**src/rtl/pds_pkg.sv**
```systemverilog
// Package with shared widths and the sequencer state type for the divisor-sum block.
`default_nettype none

package pds_pkg;

  // Width of the number port and of the divisor-sum result port.
  localparam int unsigned NumberPortWidth = 32;
  localparam int unsigned SumWidth        = 36;

  // One-hot states of the trial-division sequencer.
  typedef enum logic [6:0] {
    ST_IDLE  = 7'b0000001,
    ST_LOAD  = 7'b0000010,
    ST_DIV   = 7'b0000100,
    ST_CHECK = 7'b0001000,
    ST_ADDD  = 7'b0010000,
    ST_ADDQ  = 7'b0100000,
    ST_DONE  = 7'b1000000
  } pds_state_e;

endpackage

`default_nettype wire

```
**src/rtl/proper_divisor_sum.sv**
```systemverilog
// Top level: aliquot sum and perfect-number flag by trial division.
//
//   Channel | Handshake                 | Payload
//   --------+---------------------------+-----------------------------
//   input   | in_valid_i / in_stall_o   | number_i
//   output  | out_valid_o / out_stall_i | divisor_sum_o, is_perfect_o
//
// W is the used number width. An input n above one runs floor(sqrt(n)) trial divisors.
// Each trial loads the divider, runs W quotient steps and a done step, then tests the bound
// and the remainder. A divisor found is added in ST_ADDD, and its cofactor in ST_ADDQ when
// it differs. Inputs 0 and 1 skip the trials and go straight to the done state, which moves
// the sum into the output register. Reset is asynchronous, active low.
// A new transaction is taken only while the sequencer is idle; a finished result waits in
// the output register while the next item is worked on, and a stalled full output register
// holds the sequencer in its done state.
`default_nettype none

module proper_divisor_sum
  import pds_pkg::*;
#(
  parameter int unsigned NUMBER_WIDTH = 32
) (
  input  wire logic                       clk_i,
  input  wire logic                       rst_ni,
  input  wire logic                       in_valid_i,
  output logic                            in_stall_o,
  input  wire logic [NumberPortWidth-1:0] number_i,
  output logic                            out_valid_o,
  input  wire logic                       out_stall_i,
  output logic [SumWidth-1:0]             divisor_sum_o,
  output logic                            is_perfect_o
);

  // Only the low bits of the port that fit both the port and the parameter are used.
  localparam int unsigned NW = (NUMBER_WIDTH > NumberPortWidth) ? NumberPortWidth
                                                                 : NUMBER_WIDTH;

  pds_state_e          state_q, state_d;
  logic [NW-1:0]       n_q, n_d;
  logic [NW-1:0]       d_q, d_d;
  logic [SumWidth-1:0] sum_q, sum_d;
  logic                out_valid_q;
  logic [SumWidth-1:0] out_sum_q;
  logic                out_perf_q;

  logic                div_start;
  logic                div_done;
  logic [NW-1:0]       quo;
  logic [NW-1:0]       rem;
  logic [NW-1:0]       addend;
  logic [SumWidth-1:0] acc_sum;
  logic                in_accept;
  logic                out_free;
  logic                perfect;

  assign in_accept = in_valid_i && (state_q == ST_IDLE);
  assign out_free  = !out_valid_q || !out_stall_i;
  assign div_start = (state_q == ST_LOAD);

  // Shared divider: n divided by the current trial divisor.
  pds_div #(
    .Width (NW)
  ) u_div (
    .clk_i       (clk_i),
    .rst_ni      (rst_ni),
    .start_i     (div_start),
    .dividend_i  (n_q),
    .divisor_i   (d_q),
    .done_o      (div_done),
    .quotient_o  (quo),
    .remainder_o (rem)
  );

  // Single accumulator adder, fed with either the divisor or its cofactor.
  assign addend  = (state_q == ST_ADDQ) ? quo : d_q;
  assign acc_sum = sum_q + {{(SumWidth - NW){1'b0}}, addend};

  // The flag needs n above one and a sum equal to n.
  assign perfect = (sum_q == {{(SumWidth - NW){1'b0}}, n_q}) && (|n_q[NW-1:1]);

  // Sequencer: load, divide, test the bound, accumulate, next divisor.
  always_comb begin
    state_d = state_q;
    n_d     = n_q;
    d_d     = d_q;
    sum_d   = sum_q;
    unique case (state_q)
      ST_IDLE: begin
        if (in_accept) begin
          n_d = number_i[NW-1:0];
          d_d = NW'(2);
          if (|number_i[NW-1:1]) begin
            sum_d   = SumWidth'(1);
            state_d = ST_LOAD;
          end else begin
            sum_d   = '0;
            state_d = ST_DONE;
          end
        end
      end
      ST_LOAD: begin
        state_d = ST_DIV;
      end
      ST_DIV: begin
        if (div_done) begin
          state_d = ST_CHECK;
        end
      end
      ST_CHECK: begin
        if (d_q > quo) begin
          state_d = ST_DONE;
        end else if (rem == '0) begin
          state_d = ST_ADDD;
        end else begin
          d_d     = d_q + NW'(1);
          state_d = ST_LOAD;
        end
      end
      ST_ADDD: begin
        sum_d = acc_sum;
        if (quo != d_q) begin
          state_d = ST_ADDQ;
        end else begin
          d_d     = d_q + NW'(1);
          state_d = ST_LOAD;
        end
      end
      ST_ADDQ: begin
        sum_d   = acc_sum;
        d_d     = d_q + NW'(1);
        state_d = ST_LOAD;
      end
      ST_DONE: begin
        if (out_free) begin
          state_d = ST_IDLE;
        end
      end
      default: begin
        state_d = ST_IDLE;
      end
    endcase
  end

  // Sequencer state register.
  always_ff @(posedge clk_i or negedge rst_ni) begin
    if (!rst_ni) begin
      state_q <= ST_IDLE;
    end else begin
      state_q <= state_d;
    end
  end

  // Working registers of the current item.
  always_ff @(posedge clk_i) begin
    n_q   <= n_d;
    d_q   <= d_d;
    sum_q <= sum_d;
  end

  // Output register: filled when the item is finished and the slot is free.
  always_ff @(posedge clk_i or negedge rst_ni) begin
    if (!rst_ni) begin
      out_valid_q <= 1'b0;
    end else if ((state_q == ST_DONE) && out_free) begin
      out_valid_q <= 1'b1;
    end else if (!out_stall_i) begin
      out_valid_q <= 1'b0;
    end
  end

  always_ff @(posedge clk_i) begin
    if ((state_q == ST_DONE) && out_free) begin
      out_sum_q  <= sum_q;
      out_perf_q <= perfect;
    end
  end

  assign in_stall_o    = (state_q != ST_IDLE);
  assign out_valid_o   = out_valid_q;
  assign divisor_sum_o = out_sum_q;
  assign is_perfect_o  = out_perf_q;

endmodule

`default_nettype wire

```
**src/rtl/pds_div.sv**
```systemverilog
// Iterative restoring divider that produces one quotient bit per cycle.
`default_nettype none

module pds_div #(
  parameter int unsigned Width = 32
) (
  input  wire logic             clk_i,
  input  wire logic             rst_ni,
  input  wire logic             start_i,
  input  wire logic [Width-1:0] dividend_i,
  input  wire logic [Width-1:0] divisor_i,
  output logic                  done_o,
  output logic [Width-1:0]      quotient_o,
  output logic [Width-1:0]      remainder_o
);

  localparam int unsigned CntWidth = $clog2(Width + 1);

  logic                busy_q;
  logic                done_q;
  logic [CntWidth-1:0] cnt_q;
  logic [Width-1:0]    rem_q;
  logic [Width-1:0]    quo_q;
  logic [Width-1:0]    div_q;
  logic [Width:0]      rem_sh;
  logic [Width:0]      diff;
  logic                fits;

  // Shift the next dividend bit into the partial remainder and trial-subtract.
  assign rem_sh = {rem_q, quo_q[Width-1]};
  assign diff   = rem_sh - {1'b0, div_q};
  assign fits   = (rem_sh >= {1'b0, div_q});

  // Control: count Width steps, then pulse done for one cycle.
  always_ff @(posedge clk_i or negedge rst_ni) begin
    if (!rst_ni) begin
      busy_q <= 1'b0;
      done_q <= 1'b0;
      cnt_q  <= '0;
    end else begin
      done_q <= busy_q && (cnt_q == CntWidth'(1));
      if (start_i) begin
        busy_q <= 1'b1;
        cnt_q  <= CntWidth'(Width);
      end else if (busy_q) begin
        cnt_q <= cnt_q - CntWidth'(1);
        if (cnt_q == CntWidth'(1)) begin
          busy_q <= 1'b0;
        end
      end
    end
  end

  // Datapath: remainder, quotient and a held copy of the divisor.
  always_ff @(posedge clk_i) begin
    if (start_i) begin
      rem_q <= '0;
      quo_q <= dividend_i;
      div_q <= divisor_i;
    end else if (busy_q) begin
      rem_q <= fits ? diff[Width-1:0] : rem_sh[Width-1:0];
      quo_q <= {quo_q[Width-2:0], fits};
    end
  end

  assign done_o      = done_q;
  assign quotient_o  = quo_q;
  assign remainder_o = rem_q;

endmodule

`default_nettype wire

```
**config.mk**
```make
export PLATFORM = sky130hd
export DESIGN_NAME = proper_divisor_sum
export DESIGN_NICKNAME = d
export VERILOG_FILES = /design/src/rtl/pds_pkg.sv /design/src/rtl/proper_divisor_sum.sv /design/src/rtl/pds_div.sv
export SDC_FILE = /design/constraint.sdc
export NUM_CORES = 1
export LEC_CHECK = 0
export BUFFER_PORTS_ARGS = -buffer_cell sky130_fd_sc_hd__buf_2
export CORE_UTILIZATION = 25
export CTS_CLUSTER_SIZE = 30
export DETAILED_ROUTE_END_ITERATION = 6
export PLACE_DENSITY = 0.42
export SYNTH_ARGS = -nofsm -noshare
export SYNTH_HDL_FRONTEND = slang
export SYNTH_HIERARCHICAL = 1
export SYNTH_SLANG_ARGS = --single-unit
```
**constraint.sdc**
```tcl
create_clock -name clk_i -period 3.92 [get_ports clk_i]
set_input_delay 0.392 -clock clk_i [delete_from_list [all_inputs] [get_ports clk_i]]
set_output_delay 0.392 -clock clk_i [all_outputs]
set_load 0.05 [all_outputs]
```
# After elaboration in Yosys (flattened, before gate mapping)
# Cells that the tools add are included.
[word_totals] out_inout_bits=39 input_bits=36 word_cells=82 regBits=249
[op_classes] reduce_logical=18 magnitude_cmp=2 mux=27 eq_ne=18 addsub=4
[op_table] op="2-to-1 mux 32 bit" n=8
[op_table] op="one-hot mux 32 bit (4 select lines)" n=1
[op_table] op="one-hot mux 36 bit (2 select lines)" n=1
[op_table] op="OR reduction 31 bit" n=2
[op_table] op="one-hot mux 7 bit (7 select lines)" n=1
[op_table] op="adder 36 x 32 -> 36 bit" n=1
[op_table] op="== test 36 x 32 -> 1 bit" n=1
[op_table] op="2-to-1 mux 36 bit" n=1
[op_table] op="2-to-1 mux 7 bit" n=5
[op_table] op="greater-or-equal comparator 33 x 32 -> 1 bit" n=1
[op_table] op="adder 32 x 1 -> 32 bit (second input constant)" n=1
[op_table] op="greater-than comparator 32 bit" n=1
[op_table] op="zero test 32 bit" n=1
[op_table] op="!= test 32 bit" n=1
[op_table] op="subtractor 32 bit" n=1
[op_table] op="2-to-1 mux 6 bit" n=3
[op_table] op="!= test 2 bit (second input constant)" n=5
[op_table] op="== test 7 x 1 -> 1 bit (second input constant)" n=1
[op_table] op="== test 7 x 2 -> 1 bit (second input constant)" n=1
[op_table] op="== test 7 x 3 -> 1 bit (second input constant)" n=1
[op_table] op="== test 7 x 4 -> 1 bit (second input constant)" n=1
[op_table] op="== test 7 x 5 -> 1 bit (second input constant)" n=1
[op_table] op="== test 7 x 6 -> 1 bit (second input constant)" n=1
[op_table] op="== test 7 bit (second input constant)" n=1
[op_table] op="15 further kinds" n=27

# Longest topological paths before layout
# Gate-level depths: netlist of run 1.
[logic_depth] ltp_word=4 ltp_mapped=19 ltp_nobuf=17

# Cells and area by module
# The synthesis of run 1 kept the hierarchy.
[modules_own_cells] mod="proper_divisor_sum" cells_each=818 seq_area_each_um2=4315.4 area_per_inst_um2=8872.3 n_inst=1
[modules_own_cells] mod="pds_div" cells_each=579 seq_area_each_um2=2762.6 area_per_inst_um2=5904.4 n_inst=1

# Worst setup path after synthesis of run 1
# Ideal clock, no wire load.
[synth_path] path_type="reg2reg" start="register state_q[1]" end="register sum_q[35] (data pin)" synth_period_minus_slack_ns=4.076 arrival_ns=3.810 required_time_ns=3.654 setup_ns=0.266 stages_incl_launch_ff=16 setup_slack_ns=-0.156 cell_sequence="dfrtp_1 > nor4_1 > nor2b_1 > and2_1 > clkbuf_1 > mux2_2 > ha_1 > and3_4 > and2_4 > a2111o_1 > a211o_1 > a31oi_4 > o21ai_4 > o2111ai_2 > xor2_1 > nor2_1"
[synth_via] elab_chain_len=4 elab_cells_between_ends=7
[synth_lines] item="from (decl)" line="proper_divisor_sum.sv:38" rtl="pds_state_e state_q, state_d;"
[synth_lines] item="from (signal assigned)" line="proper_divisor_sum.sv:149" rtl="state_q <= state_d;"
[synth_lines] item="== test 7 x 6 -> 1 bit" line="proper_divisor_sum.sv:75, proper_divisor_sum.sv:87"
[synth_lines] item="2-to-1 mux 32 bit" line="proper_divisor_sum.sv:75" rtl="assign addend = (state_q == ST_ADDQ) ? quo : d_q;"
[synth_lines] item="adder 36 x 32 -> 36 bit" line="proper_divisor_sum.sv:76" rtl="assign acc_sum = sum_q + {{(SumWidth - NW){1'b0}}, addend};"
[synth_lines] item="one-hot mux 36 bit (2 select lines) *" line="proper_divisor_sum.sv:87" rtl="unique case (state_q)"
[synth_lines] item="to (signal assigned)" line="proper_divisor_sum.sv:157" rtl="sum_q <= sum_d;"
[synth_lines] item="to (decl)" line="proper_divisor_sum.sv:41" rtl="logic [SumWidth-1:0] sum_q, sum_d;"
# Mark *: on every way between the ends. The rest lies on a longest branch, timed or not.
# A chain may end at the register's enable or synchronous reset.

# Final worst setup path of run 1
[layout_path] start="register state_q[1]" end="register sum_q[29] (data pin)"
# Same word-level chain as after synthesis.

==> results of run 1 <==
Yosys cell counts, drive strengths merged, types with 19 or more instances:
| library cell | count |
|---|---|
| edfxtp | 201 |
| nor2 | 142 |
| ha | 99 |
| inv | 96 |
| a21oi | 92 |
| nand2 | 84 |
| o21ai | 67 |
| xor2 | 65 |
| mux2 | 59 |
| xnor2 | 52 |
| a21o | 42 |
| nor4 | 41 |
| dfxtp | 32 |
| clkbuf | 31 |
| nand4 | 29 |
| a211oi | 26 |
| nand3 | 24 |
| nor3 | 22 |
| and3 | 19 |
path summary, 6_finish.rpt:
kind	startpoint	cells past startpoint	to
setup reg to reg	state_q[1]$_DFFE_PN0P_	17	sum_q[29]$_SDFFCE_PN0P_
setup / recovery	state_q[1]$_DFFE_PN0P_	17	sum_q[29]$_SDFFCE_PN0P_
hold reg to reg	u_div/remainder_o[2]$_SDFFE_PP0P_	2	u_div/remainder_o[2]$_SDFFE_PP0P_
max in group asynchronous	rst_ni	2	state_q[0]$_DFFE_PN1P_
min in group asynchronous	rst_ni	2	out_valid_o$_DFFE_PN0P_
hold / removal	number_i[29]	1	n_q[29]$_DFFE_PP_
area by class of cell:
class                           instances  area [sq um]
Sequential cell                       249          7080
Tap cell                              765           957
Inverter                               96           362
Clock inverter                         23           334
Fill cell                            5923         39300
Clock buffer                           31           743
Multi-Input combinational cell       1007          7730
Timing Repair Buffer                  202          1520
sequential cells by signal, indices dropped and copies added (netlist names):
signal	count
out_valid_o	1
u_div/cnt_q	6
state_q	7
u_div/done_o	1
u_div/busy_q	1
u_div/remainder_o	32
d_q	32
sum_q	36
n_q	32
u_div/quotient_o	32
is_perfect_o	1
divisor_sum_o	36
u_div/div_q	32
metrics by stage:
stage	hold slack [ns]	TNS (ns)
after floorplan	0.0964	0
after global placement	0.337	-3.38
after detailed placement	0.339	-3.18
after CTS	0.000594	-0.245
after global routing	0.0139	-1.34
final	0.0388	-0.0694
worst register-to-register path: stages (launching register included):
cell and delay, ns:
dfrtp_1 0.41, nor4_4 0.32, nor2b_4 0.22, and2_4 0.21, buf_12 0.13, buf_16 0.13
mux2_4 0.32, ha_4 0.23, and3_4 0.15, and2_4 0.13, a2111o_1 0.36, a211o_1 0.30
a31oi_4 0.23, o21ai_4 0.12, buf_6 0.14, buf_6 0.10, xnor2_2 0.14, nor2_1 0.06
power by group through the flow:
| stage | combinational [mW] | clock (mW) | sequential (mW) |
|---|---|---|---|
| 3_3_place_gp | 7.13 | 0 | 4.98 |
| 3_5_place_dp | 7.16 | 0 | 4.95 |
| 5_1_grt | 8.76 | 3.25 | 5.08 |
| 6_report | 7.90 | 3.06 | 4.94 |
| 2_1_floorplan | 5.26 | 0 | 4.54 |
| 4_1_cts | 7.65 | 3.16 | 4.93 |
routing by layer:
layer	track usage [%]	part of all wire, %	up-vias	routed length [um]
met2	23.5	47	173	19900
met4	3.69	2.3	0	953
met1	18.3	47	5343	19800
met3	1.59	3.1	47	1290
li1	-	-	5501	-
met5	0	0	-	0
repair_timing:
action | 4_1_cts | 5_1_grt
endpoints found under the hold margin | 38 | 1
pin swaps | 30 | 21
resized for setup | 68 | 37
hold buffers | 24 | 1
endpoints found under the setup margin | 19 | 19
gates cloned | 3 | 0
buffers inserted | 12 | 8
kinds of logic after synthesis:
kind of cell             Yosys count  share of synthesized area (%)
AO/OA/AOI/OAI                    299                           13.7
XOR/XNOR                         117                           6.93
adder cells (fa/ha/maj)          101                           8.65
buffers and inverters            141                           3.78
flip-flops                       249                           47.9
multiplexers                      66                           4.97
AND/OR/NAND/NOR                  424                           14.1
==> impl_metrics.py, run 1 <==
metrics = {
    "worst_setup_path": {
        "critical_path.cell_chain": "nor4_4, nor2b_4, and2_4, buf_12, buf_16, mux2_4, ha_4, and3_4, and2_4, a2111o_1, a211o_1, a31oi_4, o21ai_4, buf_6, buf_6, xnor2_2, nor2_1",
        "endpoint_kind": "flop",
        "cpPeakStageDelay_ns": 0.41,
        "required_ns": 4.21,
        "startpoint_type": "flop",
        "critPathSlowestCell": "dfrtp_1",
        "path_buf_inv": 4,
        "critPathMaxFanout": 6,
        "r2r_slack_ns": -0.04,
        "critPathTopFamily": "simple AND/OR/NAND/NOR gates",
        "critical_path_class": "reg -> reg",
        "critical_path_arrival_ns": 4.26,
    },
    "logic_synthesis": {
        "synth_area_leader_cell": "edfxtp_1",
        "ys_warn_count": 6,
        "syn_inst": 1397,
        "ys_ff_latch": 249,
        "yosys.area.top_type_share_pct": 40.8,
        "syn-num-nets": 1534,
        "synth_edf_count": 201,
        "synth_area_leaders": "edfxtp_1 41%, ha_1 8.4%, mux2_2 4.5%",
        "syn_avg_cell_area_sq_um": 10.6,
        "ys_dominant_reg_cell": "edfxtp_1",
        "synth_area_sq_um": 14800,
        "synthDistinctLibCells": 77,
        "synth-async-reset-ratio_pct": 6.43,
        "seq_area_frac_synth_pct": 47.9,
    },
    "power_and_ir_drop": {
        "irDropWorstVdd_mv": 0.348,
        "power.share.sequential_pct": 31.0,
        "pwr-share-clk_pct": 19.3,
        "swShare_pct": 40.0,
        "leakage_nw": 7.37,
        "p_total_mw": 15.9,
        "combPwrFrac_pct": 49.7,
        "power.internal_mw": 9.54,
        "p_switching_mw": 6.36,
        "cellPowerDensity_nw_per_um2": 849,
    },
    "place": {
        "dp_slack_ns": -0.296,
        "dpl_cell_area_sq_um": 16600,
        "dpl.hpwl_um": 31100,
        "place_inst": 2272,
        "port_buffers": 74,
        "place.gp.congestion": 0.845,
    },
    "floorplanning": {
        "die_h_um": 245,
        "pin_count": 75,
        "initial_core_util_pct": 25.5,
        "placementRows": 88,
        "fp.dieArea_sq_um": 60100,
        "core_area_sq_um": 58000,
        "die_w_um": 245,
    },
    "sta": {
        "setup_viol": 2,
        "hold_violations": 0,
        "max_slew_margin_pct": 53.4,
        "finalWorstSetupSlack_ns": -0.0446,
        "tightestPinTransition_ns": 0.693,
        "max_freq_ghz": 0.252,
        "final_max_slew_viol_count": 0,
        "clock_skew_ns": 0.0240,
        "rsz0062_at_grt": "yes",
        "period_share_pct": 101,
        "period_minus_slack_ns": 3.96,
    },
    "layout": {
        "area_delta_synth_final_pct": 26.7,
        "final_cell_mix": "201 x edfxtp_1, 140 x nor2_1, 94 x inv_1, 88 x buf_4, 82 x nand2_1",
        "final_cell_area_sq_um": 18700,
        "fin_cells": 2373,
        "layout_commonest_cell": "edfxtp_1",
        "final_nets": 1722,
        "final_util_pct": 32.3,
        "drive_above_1_share_pct": 23.6,
        "antenna_cells": 0,
    },
    "clock_tree": {
        "clock-root-buffer": "clkbuf_16",
        "clkLatencyLatePin_ns": 0.58,
        "numCtsBuffers": 29,
        "h-tree-depth": 1,
        "clockBufferDepth": 3,
        "path_clk_slew_ns": 0.06,
        "cts_sinks": 249,
        "cts_tree": "built",
    },
    "grt": {
        "antenna_found_initial": 0,
        "grt_overflow_total": 0,
        "grt_max_degree": 58,
        "grt_pass1_wl_um": 64800,
        "first_global_vias": 11100,
        "grtUsageTotal_pct": 13.8,
    },
    "run": {
        "cap_viol_max_count": 0,
    },
    "detailed_routing": {
        "via_per_inst": 4.66,
        "drtIter0Drc": 507,
        "wl_um": 41900,
        "wl_per_cell_um": 17.6,
        "drc": 0,
        "first_pass_iters": 5,
        "vias": 11100,
        "ant_nets": 0,
    },
    "hold_path": {
        "hold_class": "in -> reg",
    },
    "outcome": {
        "status": "finished with violations",
        "violations": "negative setup slack",
    },
}
Note: power is estimated with default switching activity, not from simulation.
==> run 2: changes to the inputs <==
--- a/config.mk
+++ b/config.mk
@@ -14,3 +14,4 @@
 export SYNTH_HDL_FRONTEND = slang
 export SYNTH_HIERARCHICAL = 1
 export SYNTH_SLANG_ARGS = --single-unit
+export TNS_END_PERCENT = 30
==> run 2 against run 1 <==
Effect of this change: register-to-register slack improved by 0.03 ns; global-route usage hardly changed; largest power group unchanged; sequential cell count unchanged; sequential power barely moved; design area decreased by 0.83%; via count is 0.37% lower; critical path depth is 1 lower; total power down 1.3%; clock-buffer cell count unchanged; the run still ends with negative setup slack left; worst setup slack improved by 0.030 ns; cell count shrank 0.38%.
==> impl_metrics.py, run 2 (synthesis gave the netlist of run 1 again) <==
metrics = {
    "sta": {
        "rsz0062_at_grt": "yes",
        "timing.hold.ws_ns": 0.0330,
        "hold_violations": 0,
        "max_freq_ghz": 0.254,
        "setup_viol": 1,
        "finalWorstSetupSlack_ns": -0.0141,
        "final.setup.tns_ns": -0.0141,
        "clock_skew_ns": 0.0238,
        "period_share_pct": 100,
        "final_max_slew_viol_count": 0,
        "max_slew_margin_pct": 53.5,
        "period_minus_slack_ns": 3.93,
        "tightestPinTransition_ns": 0.691,
    },
    "worst_setup_path": {
        "endpoint_kind": "flop",
        "r2r-end": "sum_q[35]$_SDFFCE_PN0P_",
        "r2r_cells": 16,
        "startpoint_type": "flop",
        "cpPeakStageDelay_ns": 0.41,
        "path_buf_inv": 2,
        "critPathTopFamily": "compound AO/OA/AOI/OAI gates",
        "worstReg2RegStart": "state_q[1]$_DFFE_PN0P_",
        "r2r_slack_ns": -0.01,
        "critPathSlowestCell": "dfrtp_1",
        "critPathMaxFanout": 6,
        "critical_path_arrival_ns": 4.24,
        "cp_common_cell": "and2_4",
        "critical_path.cell_chain": "nor4_4, nor2b_4, and2_4, buf_12, buf_16, mux2_4, ha_4, and3_4, and2_4, a2111o_1, a211o_1, a31oi_4, o21ai_4, o2111ai_2, xor2_1, nor2_1",
        "required_ns": 4.22,
        "critical_path_class": "reg -> reg",
    },
    "clock_tree": {
        "clockBufferDepth": 3,
        "numCtsBuffers": 29,
        "path_clk_slew_ns": 0.06,
        "clock-root-buffer": "clkbuf_16",
        "clkLatencyLatePin_ns": 0.58,
        "cts_tree": "built",
        "h-tree-depth": 1,
        "cts_sinks": 249,
    },
    "floorplanning": {
        "die_w_um": 245,
        "placementRows": 88,
        "pin_count": 75,
        "core_area_sq_um": 58000,
        "fp.dieArea_sq_um": 60100,
        "initial_core_util_pct": 25.5,
        "die_h_um": 245,
    },
    "detailed_routing": {
        "ant_nets": 0,
        "wl_per_cell_um": 17.6,
        "wl_um": 41600,
        "drtIter0Drc": 610,
        "vias": 11000,
        "first_pass_iters": 5,
        "drc": 0,
        "via_per_inst": 4.66,
    },
    "layout": {
        "fillCellCount": 5946,
        "layout_commonest_cell": "edfxtp_1",
        "drive_above_1_share_pct": 22.8,
        "seq_area_sq_um": 7080,
        "final_nets": 1713,
        "final_cell_area_sq_um": 18600,
        "antenna_cells": 0,
        "final_cell_mix": "201 x edfxtp_1, 140 x nor2_1, 94 x inv_1, 85 x buf_4, 82 x nand2_1",
        "multiInputGateArea_sq_um": 7660,
        "area_delta_synth_final_pct": 25.6,
    },
    "grt": {
        "first_global_vias": 11100,
        "grt_max_degree": 58,
        "grt_overflow_total": 0,
        "grtUsageTotal_pct": 13.8,
        "grt_pass1_wl_um": 64800,
        "antenna_found_initial": 0,
    },
    "hold_path": {
        "hold_start": "number_i[29]",
        "holdPathStages": 1,
        "hold_class": "in -> reg",
        "min_to": "n_q[29]$_DFFE_PP_",
    },
    "place": {
        "place.gp.congestion": 0.845,
        "port_buffers": 74,
        "dp_slack_ns": -0.296,
        "dpl.hpwl_um": 31100,
        "dpl_cell_area_sq_um": 16600,
    },
    "power_and_ir_drop": {
        "irDropWorstVdd_mv": 0.347,
        "leakage_nw": 7.29,
        "cellPowerDensity_nw_per_um2": 845,
    },
    "outcome": {
        "violations": "negative setup slack",
        "status": "finished with violations",
    },
    "run": {
        "cap_viol_max_count": 0,
    },
}
==> run 2: cell types whose count changed in the layout (fill, tap and decap cells not counted), sizes merged <==
cell and change:
buf -9
==> run 2: stage by stage <==
step                power [mW]  cells  utilization, %
floorplan                 9.80   1397               -
global placement          12.1   2272            28.6
detailed placement        12.1   2272            28.6
CTS                       15.7   2364            31.8
global route              16.9   2364            32.0
finish                    15.7   2364            32.0
==> run 2: metal layers <==
| layer | share of wire [%] | GRT usage (%) |
|---|---|---|
| met2 | 47 | 23.6 |
| met4 | 2.3 | 3.69 |
| met1 | 48 | 18.2 |
| met5 | 0 | 0 |
| met3 | 2.7 | 1.59 |
==> run 2: layout make-up <==
| type | instances | area share (%) |
|---|---|---|
| flip-flops and latches | 249 | 38.1 |
| clock buffers | 31 | 4.00 |
| clock inverters | 23 | 1.80 |
| multi-input cells | 1007 | 41.3 |
| inverters | 96 | 1.95 |
| well taps | 765 | 5.16 |
| repair buffers | 193 | 7.69 |
==> run 2: how the worst max path moves through the flow <==
stage,endpoint,slack [ns],cells after the start,start
5_1_grt,sum_q[35]$_SDFFCE_PN0P_,-0.20,18,state_q[1]$_DFFE_PN0P_
4_1_cts,sum_q[35]$_SDFFCE_PN0P_,-0.07,16,state_q[3]$_DFFE_PN0P_
2_1_floorplan,sum_q[32]$_SDFFCE_PN0P_,0.02,19,state_q[1]$_DFFE_PN0P_
3_5_place_dp,sum_q[32]$_SDFFCE_PN0P_,-0.30,18,state_q[1]$_DFFE_PN0P_
6_report,sum_q[35]$_SDFFCE_PN0P_,-0.01,16,state_q[1]$_DFFE_PN0P_
3_3_place_gp,sum_q[34]$_SDFFCE_PN0P_,-0.32,18,state_q[1]$_DFFE_PN0P_
==> run 2: what timing repair did <==
item                                    CTS  global route
gates resized for setup                  68            20
endpoints found under the hold margin    38             1
gates cloned                              3             0
hold buffers                             24             1
pin swaps                                30            17
setup buffers                            11             0
endpoints found under the setup margin   19            19
==> run 2: report_power, final <==
part	total [mW]	switching, mW	leakage, nW	internal (mW)
sequential	4.93	0.980	2.39	3.95
combinational	7.70	4.13	4.40	3.57
clock	3.06	1.16	0.507	1.90
==> run 3: changes to the inputs <==
--- a/config.mk
+++ b/config.mk
@@ -6,12 +6,14 @@
 export NUM_CORES = 1
 export LEC_CHECK = 0
 export BUFFER_PORTS_ARGS = -buffer_cell sky130_fd_sc_hd__buf_2
+export CORE_ASPECT_RATIO = 1.5
 export CORE_UTILIZATION = 25
 export CTS_CLUSTER_SIZE = 30
 export DETAILED_ROUTE_END_ITERATION = 6
+export MAX_ROUTING_LAYER = met4
 export PLACE_DENSITY = 0.42
 export SYNTH_ARGS = -nofsm -noshare
 export SYNTH_HDL_FRONTEND = slang
 export SYNTH_HIERARCHICAL = 1
 export SYNTH_SLANG_ARGS = --single-unit
-export TNS_END_PERCENT = 30
+export TNS_END_PERCENT = 10
==> run 3 against run 2 <==
Effect of this change: the flow still finishes with violations (negative setup slack); sequential share of layout area rose by 0.58 points; clock skew decreased by 0.013 ns; clock-buffer cell count is 3 lower; hold slack got worse by 0.0024 ns; combinational power rose by 1%; via count barely moved; die area is essentially flat; sequential cell count unchanged; utilization is 0.52 points lower; critical endpoint unchanged; highest routed layer unchanged.
==> impl_metrics.py, run 3 (synthesis gave the netlist of run 1 again) <==
metrics = {
    "outcome": {
        "status": "finished with violations",
        "violations": "negative setup slack",
    },
    "run": {
        "cap_viol_max_count": 0,
    },
    "clock_tree": {
        "clockBufferDepth": 3,
        "h-tree-depth": 1,
        "path_clk_slew_ns": 0.07,
        "clkLatencyLatePin_ns": 0.56,
        "cts_sinks": 249,
        "numCtsBuffers": 26,
        "clock-root-buffer": "clkbuf_16",
        "cts_tree": "built",
    },
    "place": {
        "port_buffers": 74,
        "place_inst": 2291,
        "dpl.hpwl_um": 33600,
        "dpl_cell_area_sq_um": 16700,
        "dp_slack_ns": -0.392,
        "place.gp.congestion": 0.880,
    },
    "sta": {
        "final.setup.tns_ns": -0.0276,
        "timing.hold.ws_ns": 0.0306,
        "finalWorstSetupSlack_ns": -0.0186,
        "tightestPinTransition_ns": 0.908,
        "max_freq_ghz": 0.254,
        "period_share_pct": 100,
        "rsz0062_at_grt": "yes",
        "period_minus_slack_ns": 3.94,
        "clock_skew_ns": 0.0111,
        "setup_viol": 2,
        "final_max_slew_viol_count": 0,
        "max_slew_margin_pct": 39.2,
        "hold_violations": 0,
    },
    "hold_path": {
        "hold_class": "in -> reg",
    },
    "worst_setup_path": {
        "cpPeakStageDelay_ns": 0.41,
        "endpoint_kind": "flop",
        "critical_path_arrival_ns": 4.23,
        "required_ns": 4.21,
        "startpoint_type": "flop",
        "critPathTopFamily": "compound AO/OA/AOI/OAI gates",
        "path_buf_inv": 2,
        "critPathMaxFanout": 9,
        "critical_path_class": "reg -> reg",
        "critical_path.cell_chain": "nor4_4, nor2b_4, and2_4, buf_12, buf_12, mux2_4, ha_4, and3_4, and2_4, a2111o_1, a211o_1, a31oi_4, o21ai_4, o2111ai_2, xor2_1, nor2_1",
        "critPathSlowestCell": "dfrtp_1",
    },
    "layout": {
        "final_cell_mix": "201 x edfxtp_1, 139 x nor2_1, 98 x buf_4, 94 x inv_1, 81 x nand2_1",
        "seq_area_sq_um": 7080,
        "final_util_pct": 31.5,
        "fillCellCount": 6098,
        "multiInputGateArea_sq_um": 7620,
        "drive_above_1_share_pct": 23.3,
        "area_delta_synth_final_pct": 23.8,
        "fin_cells": 2356,
        "final_nets": 1705,
        "layout_commonest_cell": "edfxtp_1",
        "antenna_cells": 0,
        "final_cell_area_sq_um": 18300,
    },
    "detailed_routing": {
        "ant_nets": 0,
        "wl_per_cell_um": 18.4,
        "drtIter0Drc": 550,
        "via_per_inst": 4.68,
        "wl_um": 43400,
        "first_pass_iters": 4,
        "drc": 0,
        "vias": 11000,
    },
    "power_and_ir_drop": {
        "cellPowerDensity_nw_per_um2": 843,
        "leakage_nw": 7.21,
        "irDropWorstVdd_mv": 0.320,
        "p_total_mw": 15.4,
    },
    "floorplanning": {
        "fp.dieArea_sq_um": 60100,
        "initial_core_util_pct": 25.4,
        "die_h_um": 300,
        "pin_count": 75,
        "die_w_um": 201,
        "placementRows": 108,
        "core_area_sq_um": 58100,
    },
    "grt": {
        "antenna_found_initial": 0,
        "grt_pass1_wl_um": 68000,
        "grt_max_degree": 42,
        "first_global_vias": 11700,
        "grt_overflow_total": 0,
        "grtUsageTotal_pct": 15.0,
    },
}
## run 3: power breakdown
part | internal [mW] | leakage [nW] | switching (mW)
Clock | 1.58 | 0.436 | 1.11
Combinational | 3.58 | 4.38 | 4.23
Sequential | 3.95 | 2.39 | 0.967
Total | 9.11 | 7.21 | 6.30
## run 3: area by class of cell
cell class,instances,share of cell area (%)
Clock buffer,28,3.71
Clock inverter,18,1.26
Inverter,96,1.98
Multi-Input combinational cell,1007,41.7
Sequential cell,249,38.7
Tap cell,770,5.27
Timing Repair Buffer,188,7.41
## run 3: worst paths after layout
kind,depth (start not counted),end,startpoint,slack (ns)
min in group asynchronous,2,state_q[4]$_DFFE_PN0P_,rst_ni,0.29
hold / removal,1,n_q[3]$_DFFE_PP_,number_i[3],0.03
setup / recovery,16,sum_q[35]$_SDFFCE_PN0P_,state_q[1]$_DFFE_PN0P_,-0.02
hold reg to reg,2,u_div/remainder_o[2]$_SDFFE_PP0P_,u_div/remainder_o[2]$_SDFFE_PP0P_,0.51
max in group asynchronous,2,state_q[0]$_DFFE_PN1P_,rst_ni,3.31
setup reg to reg,16,sum_q[35]$_SDFFCE_PN0P_,state_q[1]$_DFFE_PN0P_,-0.02
## run 3: per-layer routing
layer | routed length, um | global-route usage, % | vias up
met3 | 1030 | 1.47 | 101
li1 | - | - | 5475
met1 | 16600 | 15.3 | 5283
met5 | 0 | - | -
met4 | 2910 | 9.52 | 0
met2 | 22800 | 27.5 | 161
## run 3: timing repair
| item | CTS | global route |
|---|---|---|
| pin swaps | 28 | 17 |
| hold buffers | 6 | 0 |
| gates resized for setup | 59 | 19 |
| gates cloned | 2 | 0 |
| setup endpoints to repair | 21 | 19 |
| setup buffers | 9 | 2 |
| endpoints found under the hold margin | 20 | 0 |
